**src/rtl/papc_pkg.sv**
```systemverilog
// papc_pkg: shared types, codes and constants of the pose approach pulse controller
// no dependencies; imported by every module of the block
`default_nettype none

package papc_pkg;

    // angle units: 1/64 degree coarse, 1/16384 degree inside the cordic
    localparam int FULL_TURN  = 23040;
    localparam int HALF_TURN  = 11520;
    localparam int FINE_FULL  = 5898240;
    localparam int FINE_HALF  = 2949120;
    localparam int CORDIC_STEPS = 16;

    localparam int MIN_PULSE       = 70;
    localparam int MAX_DRIVE_PULSE = 220;
    localparam int MAX_TURN_PULSE  = 180;
    localparam int MAX_POWER       = 100;

    localparam int MAX_REQUESTS_LIMIT_DEF = 15;

    localparam int CFG_INDEX_W = 3;
    localparam int CFG_DATA_W  = 15;

    // register indexes of the configuration port
    localparam logic [CFG_INDEX_W-1:0] CFG_TARGET_X      = 3'd0;
    localparam logic [CFG_INDEX_W-1:0] CFG_TARGET_Y      = 3'd1;
    localparam logic [CFG_INDEX_W-1:0] CFG_TARGET_HDG    = 3'd2;
    localparam logic [CFG_INDEX_W-1:0] CFG_POS_TOL       = 3'd3;
    localparam logic [CFG_INDEX_W-1:0] CFG_HDG_TOL       = 3'd4;
    localparam logic [CFG_INDEX_W-1:0] CFG_DRIVE_POWER   = 3'd5;
    localparam logic [CFG_INDEX_W-1:0] CFG_TURN_POWER    = 3'd6;
    localparam logic [CFG_INDEX_W-1:0] CFG_MAX_REQUESTS  = 3'd7;

    typedef enum logic [1:0] {
        ACT_STOP     = 2'd0,
        ACT_TURN_POS = 2'd1,
        ACT_TURN_NEG = 2'd2,
        ACT_DRIVE    = 2'd3
    } action_t;

    typedef enum logic [3:0] {
        ST_IDLE,
        ST_EVAL,
        ST_MUL_X,
        ST_MUL_Y,
        ST_MUL_T,
        ST_DECIDE,
        ST_RUN,
        ST_AIM,
        ST_FINISH
    } state_t;

    // start and completion of an iterative unit
    typedef struct packed {
        logic start;
    } unit_ctrl_t;

    typedef struct packed {
        logic done;
    } unit_stat_t;

    // arctangent of 2^-i in 1/16384 degree
    function automatic logic [19:0] atan_fine(input logic [3:0] idx);
        logic [19:0] v;
        case (idx)
            4'd0:    v = 20'd737280;
            4'd1:    v = 20'd435242;
            4'd2:    v = 20'd229970;
            4'd3:    v = 20'd116736;
            4'd4:    v = 20'd58595;
            4'd5:    v = 20'd29326;
            4'd6:    v = 20'd14667;
            4'd7:    v = 20'd7334;
            4'd8:    v = 20'd3667;
            4'd9:    v = 20'd1833;
            4'd10:   v = 20'd917;
            4'd11:   v = 20'd458;
            4'd12:   v = 20'd229;
            4'd13:   v = 20'd115;
            4'd14:   v = 20'd57;
            default: v = 20'd29;
        endcase
        return v;
    endfunction

endpackage

`default_nettype wire

```
**src/rtl/papc_cordic.sv**
```systemverilog
// papc_cordic: iterative vectoring cordic, one micro-rotation per cycle
// depends on papc_pkg; gives the compass bearing of (dx, dy) in 1/64 degree
`default_nettype none

module papc_cordic
    import papc_pkg::*;
(
    input  wire logic               clk,
    input  wire logic               rst_n,
    input  wire unit_ctrl_t         ctrl,
    input  wire logic signed [14:0] dx,
    input  wire logic signed [14:0] dy,
    output unit_stat_t              stat,
    output logic [14:0]             bearing
);

    logic signed [25:0] a_reg, a_next;
    logic signed [25:0] b_reg, b_next;
    logic signed [24:0] z_reg, z_next;
    logic [3:0]         step_reg, step_next;
    logic               busy_reg, busy_next;
    logic               fin_reg, fin_next;
    logic               done_reg, done_next;
    logic [14:0]        bearing_reg, bearing_next;

    logic signed [25:0] a_init, b_init, sa, sb;
    logic signed [24:0] atan_s;
    logic [24:0]        z_pos;
    logic [16:0]        z_round;

    // arithmetic shift that truncates toward zero
    function automatic logic signed [25:0] shr_tz(input logic signed [25:0] v,
                                                  input logic [3:0] s);
        logic [25:0] m;
        logic [25:0] q;
        m = v[25] ? 26'(-v) : 26'(v);
        q = m >> s;
        return v[25] ? -signed'(q) : signed'(q);
    endfunction

    always_comb
    begin
        a_init = signed'({{3{dy[14]}}, dy, 8'd0});
        b_init = signed'({{3{dx[14]}}, dx, 8'd0});
        sa     = shr_tz(a_reg, step_reg);
        sb     = shr_tz(b_reg, step_reg);
        atan_s = signed'({5'd0, atan_fine(step_reg)});
        // fold into one full turn, round to 1/64 degree
        z_pos   = z_reg[24] ? 25'(z_reg + 25'(FINE_FULL)) : 25'(z_reg);
        z_round = 17'((z_pos + 25'd128) >> 8);

        a_next       = a_reg;
        b_next       = b_reg;
        z_next       = z_reg;
        step_next    = step_reg;
        busy_next    = busy_reg;
        fin_next     = 1'b0;
        done_next    = done_reg;
        bearing_next = bearing_reg;

        if (ctrl.start)
        begin
            done_next = 1'b0;
            busy_next = 1'b1;
            step_next = 4'd0;
            if (dy[14])
            begin
                a_next = -a_init;
                b_next = -b_init;
                z_next = 25'(FINE_HALF);
            end
            else
            begin
                a_next = a_init;
                b_next = b_init;
                z_next = 25'd0;
            end
        end
        else if (busy_reg)
        begin
            if (b_reg > 26'sd0)
            begin
                a_next = a_reg + sb;
                b_next = b_reg - sa;
                z_next = z_reg + atan_s;
            end
            else
            begin
                a_next = a_reg - sb;
                b_next = b_reg + sa;
                z_next = z_reg - atan_s;
            end
            step_next = step_reg + 4'd1;
            if (step_reg == 4'(CORDIC_STEPS - 1))
            begin
                busy_next = 1'b0;
                fin_next  = 1'b1;
            end
        end
        else if (fin_reg)
        begin
            done_next = 1'b1;
            if (z_round >= 17'(FULL_TURN))
                bearing_next = 15'(z_round - 17'(FULL_TURN));
            else
                bearing_next = z_round[14:0];
        end
    end

    always_ff @(posedge clk or negedge rst_n)
    begin
        if (!rst_n)
        begin
            busy_reg <= 1'b0;
            fin_reg  <= 1'b0;
            done_reg <= 1'b0;
        end
        else
        begin
            busy_reg <= busy_next;
            fin_reg  <= fin_next;
            done_reg <= done_next;
        end
    end

    always_ff @(posedge clk)
    begin
        a_reg       <= a_next;
        b_reg       <= b_next;
        z_reg       <= z_next;
        step_reg    <= step_next;
        bearing_reg <= bearing_next;
    end

    assign stat.done = done_reg;
    assign bearing   = bearing_reg;

endmodule

`default_nettype wire

```
**src/rtl/papc_isqrt.sv**
```systemverilog
// papc_isqrt: bit-pair integer square root, one result bit per cycle
// depends on papc_pkg; floor square root of a 36 bit value
`default_nettype none

module papc_isqrt
    import papc_pkg::*;
(
    input  wire logic        clk,
    input  wire logic        rst_n,
    input  wire unit_ctrl_t  ctrl,
    input  wire logic [35:0] value,
    output unit_stat_t       stat,
    output logic [16:0]      root
);

    logic [35:0] v_reg, v_next;
    logic [35:0] r_reg, r_next;
    logic [4:0]  k_reg, k_next;
    logic        busy_reg, busy_next;
    logic        done_reg, done_next;

    logic [35:0] bit_w, rb;

    always_comb
    begin
        bit_w = 36'd1 << {k_reg, 1'b0};
        rb    = r_reg + bit_w;

        v_next    = v_reg;
        r_next    = r_reg;
        k_next    = k_reg;
        busy_next = busy_reg;
        done_next = done_reg;

        if (ctrl.start)
        begin
            v_next    = value;
            r_next    = 36'd0;
            k_next    = 5'd17;
            busy_next = 1'b1;
            done_next = 1'b0;
        end
        else if (busy_reg)
        begin
            if (v_reg >= rb)
            begin
                v_next = v_reg - rb;
                r_next = (r_reg >> 1) + bit_w;
            end
            else
            begin
                r_next = r_reg >> 1;
            end
            k_next = k_reg - 5'd1;
            if (k_reg == 5'd0)
            begin
                busy_next = 1'b0;
                done_next = 1'b1;
            end
        end
    end

    always_ff @(posedge clk or negedge rst_n)
    begin
        if (!rst_n)
        begin
            busy_reg <= 1'b0;
            done_reg <= 1'b0;
        end
        else
        begin
            busy_reg <= busy_next;
            done_reg <= done_next;
        end
    end

    always_ff @(posedge clk)
    begin
        v_reg <= v_next;
        r_reg <= r_next;
        k_reg <= k_next;
    end

    assign stat.done = done_reg;
    assign root      = r_reg[16:0];

endmodule

`default_nettype wire

```
**src/rtl/pose_approach_pulse_controller.sv**
```systemverilog
// pose_approach_pulse_controller: top level, sequencer, shared multiplier and result logic
// depends on papc_pkg, papc_cordic, papc_isqrt
//
//  channel   | handshake             | payload
//  ----------+-----------------------+---------------------------------------------
//  in        | in_valid / in_stall   | opcode, pose_present, pos_x, pos_y, heading
//  out       | out_valid / out_stall | action, power, pulse_ms, last, success
//  cfg       | cfg_we                | cfg_index, cfg_data
//
// a start request or a reply while idle goes back to idle after evaluate;
// a bad pose goes on to the final step; a pose reply passes the multiply
// and decide steps, and when aiming, outside the position tolerance, also
// waits in the run step for the 18-step square root unit and the cordic
// rst_n clears the sequencer, the approach state and the registers to their defaults
// one request is in work at a time; a finished result waits in the output
// register while the next request is taken, and work stalls only in the last
// step if that register is still full and out_stall is high
`default_nettype none

module pose_approach_pulse_controller
    import papc_pkg::*;
#(
    parameter int unsigned MAX_REQUESTS_LIMIT = MAX_REQUESTS_LIMIT_DEF
)
(
    input  wire logic                    clk,
    input  wire logic                    rst_n,
    input  wire logic                    in_valid,
    output logic                         in_stall,
    input  wire logic                    opcode,
    input  wire logic                    pose_present,
    input  wire logic signed [14:0]      pos_x,
    input  wire logic signed [14:0]      pos_y,
    input  wire logic signed [15:0]      heading,
    output logic                         out_valid,
    input  wire logic                    out_stall,
    output logic [1:0]                   action,
    output logic [6:0]                   power,
    output logic [7:0]                   pulse_ms,
    output logic                         last,
    output logic                         success,
    input  wire logic                    cfg_we,
    input  wire logic [CFG_INDEX_W-1:0]  cfg_index,
    input  wire logic [CFG_DATA_W-1:0]   cfg_data
);

    localparam logic [7:0] LIMIT = 8'(MAX_REQUESTS_LIMIT);

    // sequencer
    state_t state_reg, state_next;

    // configuration
    logic [13:0] tgt_x_reg, tgt_y_reg, hdg_tol_reg;
    logic [14:0] tgt_hdg_reg;
    logic [11:0] pos_tol_reg;
    logic [6:0]  drive_pwr_reg, turn_pwr_reg;
    logic [3:0]  max_req_reg;

    // approach state
    logic [3:0]  count_reg, count_next;
    logic        within_reg, within_next;
    logic        active_reg, active_next;

    // captured request
    logic        op_reg, present_reg;
    logic [14:0] px_reg, py_reg;
    logic [15:0] ph_reg;

    // shared multiplier and sums
    logic [29:0] sq_reg;
    logic [23:0] tol_sq_reg;
    logic [13:0] mul_a;
    logic [27:0] prod;

    // pending result
    action_t     res_act_reg, res_act_next;
    logic [6:0]  res_pwr_reg, res_pwr_next;
    logic [7:0]  res_ms_reg, res_ms_next;
    logic        res_bad_reg, res_bad_next;
    logic        res_within_reg, res_within_next;
    logic        res_load;

    // output register
    logic        out_valid_reg, out_valid_next;
    action_t     action_reg;
    logic [6:0]  power_reg;
    logic [7:0]  pulse_ms_reg;
    logic        last_reg, success_reg;

    // control
    logic        accept, bad_pose, far, slot_free, finish_go;
    unit_ctrl_t  unit_ctrl;
    unit_stat_t  cordic_stat, sqrt_stat;

    // datapath wires
    logic [15:0]        dx_full, dy_full;
    logic signed [14:0] dx, dy;
    logic [13:0]        dx_mag, dy_mag;
    logic [35:0]        sq25;
    logic [14:0]        bearing;
    logic [16:0]        root;
    logic [14:0]        hdg_src;
    logic signed [16:0] err_raw, err;
    logic [13:0]        err_mag;
    logic [15:0]        mag3;
    logic [9:0]         turn_raw;
    logic [7:0]         turn_ms, drive_ms;
    logic [14:0]        drive_raw;
    action_t            turn_act;
    logic [6:0]         drive_pwr_sat, turn_pwr_sat;
    logic [7:0]         budget;
    logic [3:0]         count_inc;
    logic               ends;

    assign accept    = in_valid && !in_stall;
    assign slot_free = !out_valid_reg || !out_stall;
    assign bad_pose  = !present_reg || px_reg[14] || py_reg[14] || ph_reg[15];
    assign far       = sq_reg > {6'd0, tol_sq_reg};

    // offsets to the goal
    always_comb
    begin
        dx_full = {2'b00, tgt_x_reg} - {2'b00, px_reg[13:0]};
        dy_full = {2'b00, tgt_y_reg} - {2'b00, py_reg[13:0]};
        dx      = signed'(dx_full[14:0]);
        dy      = signed'(dy_full[14:0]);
        dx_mag  = dx[14] ? 14'(-dx) : dx[13:0];
        dy_mag  = dy[14] ? 14'(-dy) : dy[13:0];
        sq25    = ({6'd0, sq_reg} << 4) + ({6'd0, sq_reg} << 3) + {6'd0, sq_reg};
    end

    // one multiplier, shared by the x, y and tolerance multiply steps
    always_comb
    begin
        case (state_reg)
            ST_MUL_X: mul_a = dx_mag;
            ST_MUL_Y: mul_a = dy_mag;
            default:  mul_a = {2'b00, pos_tol_reg};
        endcase
        prod = mul_a * mul_a;
    end

    papc_cordic u_cordic (
        .clk     (clk),
        .rst_n   (rst_n),
        .ctrl    (unit_ctrl),
        .dx      (dx),
        .dy      (dy),
        .stat    (cordic_stat),
        .bearing (bearing)
    );

    papc_isqrt u_isqrt (
        .clk   (clk),
        .rst_n (rst_n),
        .ctrl  (unit_ctrl),
        .value (sq25),
        .stat  (sqrt_stat),
        .root  (root)
    );

    // heading error, wrapped to a half turn either way, and pulse lengths
    always_comb
    begin
        hdg_src = (state_reg == ST_AIM) ? bearing : tgt_hdg_reg;
        err_raw = signed'({2'b00, hdg_src}) - signed'({1'b0, ph_reg});
        if (err_raw > 17'sd11520)
            err = err_raw - 17'sd23040;
        else if (err_raw < -17'sd11520)
            err = err_raw + 17'sd23040;
        else
            err = err_raw;
        err_mag  = err[16] ? 14'(-err) : err[13:0];
        turn_act = (err > 17'sd0) ? ACT_TURN_POS : ACT_TURN_NEG;

        mag3     = ({2'b00, err_mag} << 1) + {2'b00, err_mag};
        turn_raw = mag3[15:6];
        if (turn_raw < 10'(MIN_PULSE))
            turn_ms = 8'(MIN_PULSE);
        else if (turn_raw > 10'(MAX_TURN_PULSE))
            turn_ms = 8'(MAX_TURN_PULSE);
        else
            turn_ms = turn_raw[7:0];

        drive_raw = root[16:2];
        if (drive_raw < 15'(MIN_PULSE))
            drive_ms = 8'(MIN_PULSE);
        else if (drive_raw > 15'(MAX_DRIVE_PULSE))
            drive_ms = 8'(MAX_DRIVE_PULSE);
        else
            drive_ms = drive_raw[7:0];

        drive_pwr_sat = (drive_pwr_reg > 7'(MAX_POWER)) ? 7'(MAX_POWER) : drive_pwr_reg;
        turn_pwr_sat  = (turn_pwr_reg > 7'(MAX_POWER)) ? 7'(MAX_POWER) : turn_pwr_reg;
    end

    // pick the command: a failure in the evaluate step, else in the decide or aim step
    always_comb
    begin
        res_act_next    = res_act_reg;
        res_pwr_next    = res_pwr_reg;
        res_ms_next     = res_ms_reg;
        res_bad_next    = res_bad_reg;
        res_within_next = res_within_reg;
        res_load        = 1'b0;
        case (state_reg)
            ST_EVAL:
            begin
                // missing or invalid pose ends the approach with failure
                res_act_next    = ACT_STOP;
                res_pwr_next    = 7'd0;
                res_ms_next     = 8'd0;
                res_bad_next    = 1'b1;
                res_within_next = 1'b0;
                res_load        = bad_pose;
            end
            ST_DECIDE:
            begin
                // inside the position tolerance: trim heading or hold
                res_bad_next = 1'b0;
                res_load     = !far;
                if (err_mag <= hdg_tol_reg)
                begin
                    res_act_next    = ACT_STOP;
                    res_pwr_next    = 7'd0;
                    res_ms_next     = 8'd0;
                    res_within_next = 1'b1;
                end
                else
                begin
                    res_act_next    = turn_act;
                    res_pwr_next    = turn_pwr_sat;
                    res_ms_next     = turn_ms;
                    res_within_next = 1'b0;
                end
            end
            ST_AIM:
            begin
                // outside: turn toward the goal or drive at it
                res_bad_next    = 1'b0;
                res_within_next = 1'b0;
                res_load        = 1'b1;
                if (err_mag > hdg_tol_reg)
                begin
                    res_act_next = turn_act;
                    res_pwr_next = turn_pwr_sat;
                    res_ms_next  = turn_ms;
                end
                else
                begin
                    res_act_next = ACT_DRIVE;
                    res_pwr_next = drive_pwr_sat;
                    res_ms_next  = drive_ms;
                end
            end
            default:
            begin
                res_load = 1'b0;
            end
        endcase
    end

    // next state
    always_comb
    begin
        state_next = state_reg;
        case (state_reg)
            ST_IDLE:
                if (accept)
                    state_next = ST_EVAL;
            ST_EVAL:
                if (!op_reg || !active_reg)
                    state_next = ST_IDLE;
                else if (bad_pose)
                    state_next = ST_FINISH;
                else
                    state_next = ST_MUL_X;
            ST_MUL_X:
                state_next = ST_MUL_Y;
            ST_MUL_Y:
                state_next = ST_MUL_T;
            ST_MUL_T:
                state_next = ST_DECIDE;
            ST_DECIDE:
                state_next = far ? ST_RUN : ST_FINISH;
            ST_RUN:
                if (cordic_stat.done && sqrt_stat.done)
                    state_next = ST_AIM;
            ST_AIM:
                state_next = ST_FINISH;
            ST_FINISH:
                if (slot_free)
                    state_next = ST_IDLE;
            default:
                state_next = ST_IDLE;
        endcase
    end

    // sequencer outputs
    always_comb
    begin
        in_stall        = 1'b1;
        unit_ctrl.start = 1'b0;
        finish_go       = 1'b0;
        case (state_reg)
            ST_IDLE:   in_stall        = 1'b0;
            ST_DECIDE: unit_ctrl.start = far;
            ST_FINISH: finish_go       = slot_free;
            default:   in_stall        = 1'b1;
        endcase
    end

    // request budget and approach bookkeeping
    always_comb
    begin
        if (max_req_reg == 4'd0)
            budget = 8'd1;
        else
            budget = {4'd0, max_req_reg};
        if (budget > LIMIT)
            budget = LIMIT;
        count_inc = count_reg + 4'd1;
        ends      = res_bad_reg || ({4'd0, count_inc} >= budget);

        count_next     = count_reg;
        within_next    = within_reg;
        active_next    = active_reg;
        out_valid_next = out_valid_reg && out_stall;

        if (state_reg == ST_EVAL && !op_reg)
        begin
            // start request restarts the approach
            count_next  = 4'd0;
            within_next = 1'b0;
            active_next = 1'b1;
        end
        else if (finish_go)
        begin
            out_valid_next = 1'b1;
            if (!res_bad_reg)
            begin
                count_next  = count_inc;
                within_next = res_within_reg;
            end
            if (ends)
                active_next = 1'b0;
        end
    end

    always_ff @(posedge clk or negedge rst_n)
    begin
        if (!rst_n)
        begin
            state_reg     <= ST_IDLE;
            count_reg     <= 4'd0;
            within_reg    <= 1'b0;
            active_reg    <= 1'b0;
            out_valid_reg <= 1'b0;
            tgt_x_reg     <= 14'd0;
            tgt_y_reg     <= 14'd0;
            tgt_hdg_reg   <= 15'd0;
            pos_tol_reg   <= 12'd32;
            hdg_tol_reg   <= 14'd256;
            drive_pwr_reg <= 7'd18;
            turn_pwr_reg  <= 7'd16;
            max_req_reg   <= 4'd3;
        end
        else
        begin
            state_reg     <= state_next;
            count_reg     <= count_next;
            within_reg    <= within_next;
            active_reg    <= active_next;
            out_valid_reg <= out_valid_next;
            if (cfg_we)
            begin
                case (cfg_index)
                    CFG_TARGET_X:     tgt_x_reg     <= cfg_data[13:0];
                    CFG_TARGET_Y:     tgt_y_reg     <= cfg_data[13:0];
                    CFG_TARGET_HDG:   tgt_hdg_reg   <= cfg_data[14:0];
                    CFG_POS_TOL:      pos_tol_reg   <= cfg_data[11:0];
                    CFG_HDG_TOL:      hdg_tol_reg   <= cfg_data[13:0];
                    CFG_DRIVE_POWER:  drive_pwr_reg <= cfg_data[6:0];
                    CFG_TURN_POWER:   turn_pwr_reg  <= cfg_data[6:0];
                    CFG_MAX_REQUESTS: max_req_reg   <= cfg_data[3:0];
                    default:          max_req_reg   <= max_req_reg;
                endcase
            end
        end
    end

    // payload registers
    always_ff @(posedge clk)
    begin
        if (accept)
        begin
            op_reg      <= opcode;
            present_reg <= pose_present;
            px_reg      <= pos_x;
            py_reg      <= pos_y;
            ph_reg      <= heading;
        end
        case (state_reg)
            ST_MUL_X: sq_reg     <= {2'b00, prod};
            ST_MUL_Y: sq_reg     <= sq_reg + {2'b00, prod};
            ST_MUL_T: tol_sq_reg <= prod[23:0];
            default:  sq_reg     <= sq_reg;
        endcase
        if (res_load)
        begin
            res_act_reg    <= res_act_next;
            res_pwr_reg    <= res_pwr_next;
            res_ms_reg     <= res_ms_next;
            res_bad_reg    <= res_bad_next;
            res_within_reg <= res_within_next;
        end
        if (finish_go)
        begin
            action_reg   <= res_act_reg;
            power_reg    <= res_pwr_reg;
            pulse_ms_reg <= res_ms_reg;
            last_reg     <= ends;
            success_reg  <= ends && !res_bad_reg && res_within_reg;
        end
    end

    assign out_valid = out_valid_reg;
    assign action    = action_reg;
    assign power     = power_reg;
    assign pulse_ms  = pulse_ms_reg;
    assign last      = last_reg;
    assign success   = success_reg;

    // a new result only ever comes from the final step
    a_result_from_finish: assert property (@(posedge clk) disable iff (!rst_n)
        $rose(out_valid) |-> $past(state_reg == ST_FINISH))
        else $error("result appeared outside the final step");

    // aiming only starts once both iterative units have finished
    a_aim_after_units: assert property (@(posedge clk) disable iff (!rst_n)
        state_reg == ST_AIM |-> cordic_stat.done && sqrt_stat.done)
        else $error("aim step reached with a unit still busy");

    // success is only reported on the request that ends an approach
    a_success_on_last: assert property (@(posedge clk) disable iff (!rst_n)
        out_valid && success |-> last)
        else $error("success without last");

    // the units are only launched from the decide step
    a_start_from_decide: assert property (@(posedge clk) disable iff (!rst_n)
        unit_ctrl.start |=> state_reg == ST_RUN)
        else $error("units started outside the decide step");

endmodule

`default_nettype wire

```
**config.mk**
```make
export PLATFORM = sky130hd
export DESIGN_NAME = pose_approach_pulse_controller
export DESIGN_NICKNAME = d
export VERILOG_FILES = /design/src/rtl/papc_pkg.sv /design/src/rtl/papc_cordic.sv /design/src/rtl/papc_isqrt.sv /design/src/rtl/pose_approach_pulse_controller.sv
export SDC_FILE = /design/constraint.sdc
export NUM_CORES = 2
export LEC_CHECK = 0
export BUFFER_PORTS_ARGS = -buffer_cell sky130_fd_sc_hd__buf_2
export CAP_MARGIN = 20
export CORE_ASPECT_RATIO = 0.75
export CORE_MARGIN = 1
export CORE_UTILIZATION = 45
export DETAILED_ROUTE_END_ITERATION = 12
export PLACE_DENSITY = 0.6
export SYNTH_ARGS = -nofsm -noshare
export SYNTH_HDL_FRONTEND = slang
export SYNTH_SLANG_ARGS = --single-unit
```
**constraint.sdc**
```tcl
create_clock -name clk -period 10.2 [get_ports clk]
set_input_delay 0.51 -clock clk [delete_from_list [all_inputs] [get_ports clk]]
set_output_delay 0.51 -clock clk [all_outputs]
set_load 0.05 [all_outputs]
```
Word-level counts from Yosys, hierarchy flattened
Memories as Yosys holds them, arrays and structs flattened. A register that Yosys moved wholly into a read port is not among the register bits.
Index checks and enable logic that the tools add are counted.
Operators by class
  shift operators: 3
  multipliers: 1
  bitwise operators: 2
  reductions and logical operators: 54
  add/subtract/negate cells: 33
  equality and inequality tests: 21
  magnitude comparators: 17
  multiplexer cells: 87
Operator list (number)
  26-bit 2-to-1 mux: 12
  36-bit 2-to-1 mux: 4
  26-bit negator: 4
  25-bit 2-to-1 mux: 4
  30-bit case mux with 2 select lines: 1
  8-bit 2-to-1 mux: 7
  26-bit adder: 2
  23-bit negator with 26-bit output: 2
  26-bit by 4-bit >> shifter with 26-bit output: 2
  26-bit subtractor: 2
  4-bit 2-to-1 mux: 12
  14-bit 2-to-1 mux: 3
  14-bit negator: 3
  35-bit by 30-bit adder with 36-bit output: 1
  35-bit by 36-bit adder with 36-bit output: 1
  36-bit adder: 1
  36-bit >= comparator: 1
  4-bit case mux with 9 select lines: 1
  1-bit by 6-bit left shift with 36-bit output, first input constant: 1
  36-bit subtractor: 1
  34-bit by 33-bit adder with 35-bit output: 1
  17-bit 2-to-1 mux: 2
  2-bit AND reduction: 16
  30-bit by 28-bit adder with 30-bit output: 1
  other kinds (59): 133
Storage, ports and cells
  word-level logic and storage cells: 261
  output and inout port bits: 21
  register bits after elaboration: 415
  memories kept: 1
  memory bits (read-only): 320
  input port bits: 71
Memories
  (name not given): words 16, bits a word 20, read ports 1, clocked after memory_dff 1, wr ports 0, line papc_pkg.sv:65  | case (idx)

Longest topological paths before layout
  word-level depth: 14
  gate-level depth with buffers: 51
  gate-level depth less buffers: 50

Hierarchy
Synthesis repeated with hierarchy kept, for this count alone.
Second synthesis, totals
  cell total of the unflattened synthesis: 5919
  area total of the unflattened synthesis: 49698.9 um^2
Modules (own cells, without submodules)
  pose_approach_pulse_controller: times used 1, sequential area each 6610.1 um^2, area an instance 23169.7 um^2, cells each 2461
  papc_cordic: times used 1, sequential area each 3318.2 um^2, area an instance 18437.7 um^2, cells each 2446
  papc_isqrt: times used 1, sequential area each 1951.9 um^2, area an instance 8091.5 um^2, cells each 1012

Least setup slack after synthesis
OpenSTA, ideal clock, no wires.
  path type: register to register
  start: register tgt_x_reg[0]
  end: register sq_reg[27] (data pin)
  buffers on the path: 1
  data required time: 9.940 ns
  path slack: -0.344 ns
  stages on the path, launching flop included: 42
  arrival: 10.284 ns
  period minus slack after synthesis: 10.544 ns
  path through: dfrtp_1 -> inv_1 -> ha_1 -> inv_1 -> fa_1 -> a21o_1 -> a21oi_1 -> o21ai_0 -> a2111o_1 -> nand2_1 -> xnor2_1 -> or4_1 -> a21o_1 -> or3_1 -> o31ai_1 -> xnor2_1 -> a2bb2oi_1 -> clkbuf_1 -> (+6 left out) -> fa_1 -> fa_1 -> fa_1 -> ha_1 -> a21o_1 -> nand2_1 -> o31ai_1 -> or2_2 -> xor2_1 -> ha_1 -> and2_1 -> a22o_1 -> a311o_1 -> o2111ai_1 -> a31o_2 -> o2111ai_1 -> xor2_1 -> mux2_2
Between the ends
  word-level cells in the longest chain between the ends: 7
RTL lines
  start, declared: line pose_approach_pulse_controller.sv:53  | logic [13:0] tgt_x_reg, tgt_y_reg, hdg_tol_reg;
  start signal, assigned: line pose_approach_pulse_controller.sv:378  | CFG_TARGET_X: tgt_x_reg <= cfg_data[13:0];
  14-bit by 14-bit subtractor with 15-bit output *: line pose_approach_pulse_controller.sv:123  | dx_full = {2'b00, tgt_x_reg} - {2'b00, px_reg[13:0]};
  14-bit negator: line pose_approach_pulse_controller.sv:127  | dx_mag = dx[14] ? 14'(-dx) : dx[13:0];
  14-bit 2-to-1 mux *: line pose_approach_pulse_controller.sv:127
  14-bit case mux with 2 select lines *: line pose_approach_pulse_controller.sv:135  | case (state_reg)
  14-bit by 14-bit multiplier with 28-bit output *: line pose_approach_pulse_controller.sv:140  | prod = mul_a * mul_a;
  named net prod[15]: line pose_approach_pulse_controller.sv:73  | logic [27:0] prod;
  30-bit by 28-bit adder with 30-bit output *: line pose_approach_pulse_controller.sv:405  | ST_MUL_Y: sq_reg <= sq_reg + {2'b00, prod};
  30-bit case mux with 2 select lines *: line pose_approach_pulse_controller.sv:403  | case (state_reg)
  end signal, assigned: line pose_approach_pulse_controller.sv:404  | ST_MUL_X: sq_reg <= {2'b00, prod};
  end signal, assigned: line pose_approach_pulse_controller.sv:405
  end signal, assigned: line pose_approach_pulse_controller.sv:407  | default: sq_reg <= sq_reg;
  end, declared: line pose_approach_pulse_controller.sv:70  | logic [29:0] sq_reg;
The timed path passes the listed nets; every way through them passes the cells marked *.
A chain may end at the register's enable or synchronous reset.

Worst setup path after layout
  start: register tgt_x_reg[0]
  end: register sq_reg[29] (data pin)
The elaborated chain is that of the path after synthesis.

==> metrics.txt <==
status=finished with violations; failing checks=setup timing; PnR worst setup slack=-0.0463 ns; Hold Crit Depth=1; GR Overflow Total=0; highest clock rate=97.6 MHz; ys async rst share=23.5%; sequential fraction of the synthesis area=about a quarter; synth unique cells=110; Die ar.=103000 sq um; YS warnings=0; CTS tree=yes; largest net degree at the start of global routing=90; Worst path slowest cell=fa_1; final setup violation count=2; critical path peak fanout=4; Arr. time, crit path=10.61 ns; cells after synthesis=~5300; startpoint types=flop; clock tree sinks=around 430; reg2reg path depth=45; Yosys reg bits=434; antenna violations before repair=7; Post-DP HPWL=105000 um; GP Congestion=0.933; first-pass GRT wire length=approximately 220000 um; I/O pins=between 90 and 100; ys flop type=edfxtp_1; CTS Buf Count=52; worst clock skew=0.0182 ns; Finished Layout Cells=6977; drt wl/cell=19.6 um; # rows=101; post-layout minimum cycle time=10.25 ns; MaxCap Viol Count=0; fillcell total=9436; sequential cell area=11900 sq um; Post-Syn Nets=5952; highest-count cells in the layout ignoring fill and taps=468 x nor2_1, 414 x nand2_1, 412 x inv_1; initial core utilization=45.4%; Crit Path Category=flop to flop; multi-input logic area=32700 sq um; Max-slew headroom=27.4%; starting DRC count in detailed routing=3387; share of layout cells above drive strength 1=16.5%; Worst path max stage delay=just under 0.6 ns; die width=between 300 and 400 um; H-tree depth=2; clk root buf=clkbuf_16; critical path endpoint category=flop; Detailed Route WL=136000 um; via/cell ratio=5.83; RSZ-0062 raised after global routing=true; Buffers on Ports=91; synthesized cell area=45900 sq um; Vert. Die Dim=279 um; most used cell, CP=fa_1; vias in the first global route=38900; Fin. Hold Viols=0; Clock Tree Buf Depth=3; first-pass iteration count of the detailed router=6; Final ANT Viol Nets=0; Total GRT Usage=26.0%; EDFF count, synth=267; Core ar.=101000 sq um; Worst-Skew Late Latency=0.64 ns; Place WS=-0.393 ns; Inst Count DP=a little under 7000; Worst-path clk slew=0.06 ns; most common cell after layout, fill and taps aside=nor2_1; synthesis-to-finish area growth=15.0%; Hold WC Path Type=input pin to flop; vias after detailed routing=roughly 41000; syn avg cell area=8.67 sq um; actual slew at the worst max-slew pin=1.07 ns; DR DRC count=0; Tcrit/Tclk final=100%; fin. max-slew vios=0; WP data required=approximately 11 ns; net total in the final layout=6245; final core utilization=52.2%
## layout make-up
class | count | area share [%]
repair buffers | 437 | 5.84
well taps | 1339 | 3.17
clock buffers | 60 | 2.64
inverters | 428 | 3.06
diodes | 4 | 0.0190
flip-flops and latches | 434 | 22.5
clock inverters | 37 | 0.761
multi-input cells | 4238 | 62.0
## per-stage QoR
| stage | cell area [sq um] | hold WS [ns] | setup TNS (ns) |
|---|---|---|---|
| floorplan | 46000 | 0.214 | 0 |
| global placement | 49700 | 0.403 | -1.42 |
| detailed placement | 49700 | 0.405 | -2.10 |
| CTS | 52000 | 0.000430 | 0 |
| global route | 52800 | 0.00776 | -3.08 |
| finish | 52800 | 0.0389 | -0.0504 |
## repair_timing
action                                 CTS  global route
hold buffers                             2             0
gates cloned                             0             0
endpoints found under the hold margin   32             0
resized for setup                       75           130
pin swaps                               47           136
buffers inserted                        15            21
setup endpoints to repair               10            14
## cells in the mapped netlist, drive strengths merged (73+ instances only)
cell type,number,area share [%]
nor2,476,3.9
ha,432,12
nand2,427,3.5
inv,419,3.4
a21oi,339,3.7
o21ai,304,3.3
xnor2,285,5.4
edfxtp,267,17
xor2,189,3.6
clkbuf,170,1.4
fa,151,6.6
nor3,141,1.5
mux2,100,2.5
dfrtp,95,5.2
nand3,94,1.0
a21o,89,1.5
nand2b,74,1.0
a211oi,73,1.2
a31oi,73,0.99
## layer usage
layer	track usage [%]	vias to the layer above	part of all wire (%)
met1	38.2	19600	48
met5	0	-	0
met4	6.69	0	2.4
met3	4.24	165	6.5
met2	39.3	1140	44
li1	-	19800	-
## critical path: cells and delay by family, from the launching register on
kind,cells,cell delay (ns)
compound gates,16,3.10
xor+xnor,4,0.44
fa+ha+maj,10,3.98
buf+inv,6,0.53
flops,1,0.37
simple gates,9,1.54
## kinds of logic after synthesis
family / synth area share [%]
simple gates: 17.4
compound gates: 19.8
fa+ha+maj: 18.4
xor+xnor: 9.04
mux: 4.34
flops: 25.9
buf+inv: 5.15
## path summary, 6_finish.rpt
| check | startpoint | to | slack, ns |
|---|---|---|---|
| worst max-delay path | tgt_x_reg[0]$_DFFE_PN0P_ | sq_reg[29]$_SDFFCE_PN0N_ | -0.05 |
| min in group asynchronous | rst_n | tgt_hdg_reg[12]$_DFFE_PN0P_ | 0.38 |
| worst min-delay path | pos_y[6] | py_reg[6]$_DFFE_PP_ | 0.04 |
| max in group asynchronous | rst_n | active_reg$_DFFE_PN0P_ | 8.46 |
| worst min register to register | res_pwr_reg[2]$_SDFFCE_PP0P_ | power[2]$_DFFE_PP_ | 0.41 |
| worst max register to register | tgt_x_reg[0]$_DFFE_PN0P_ | sq_reg[29]$_SDFFCE_PN0N_ | -0.05 |
Power is not shown: default switching activity piles up to over one toggle a cycle in this logic, so the estimate is an artifact.
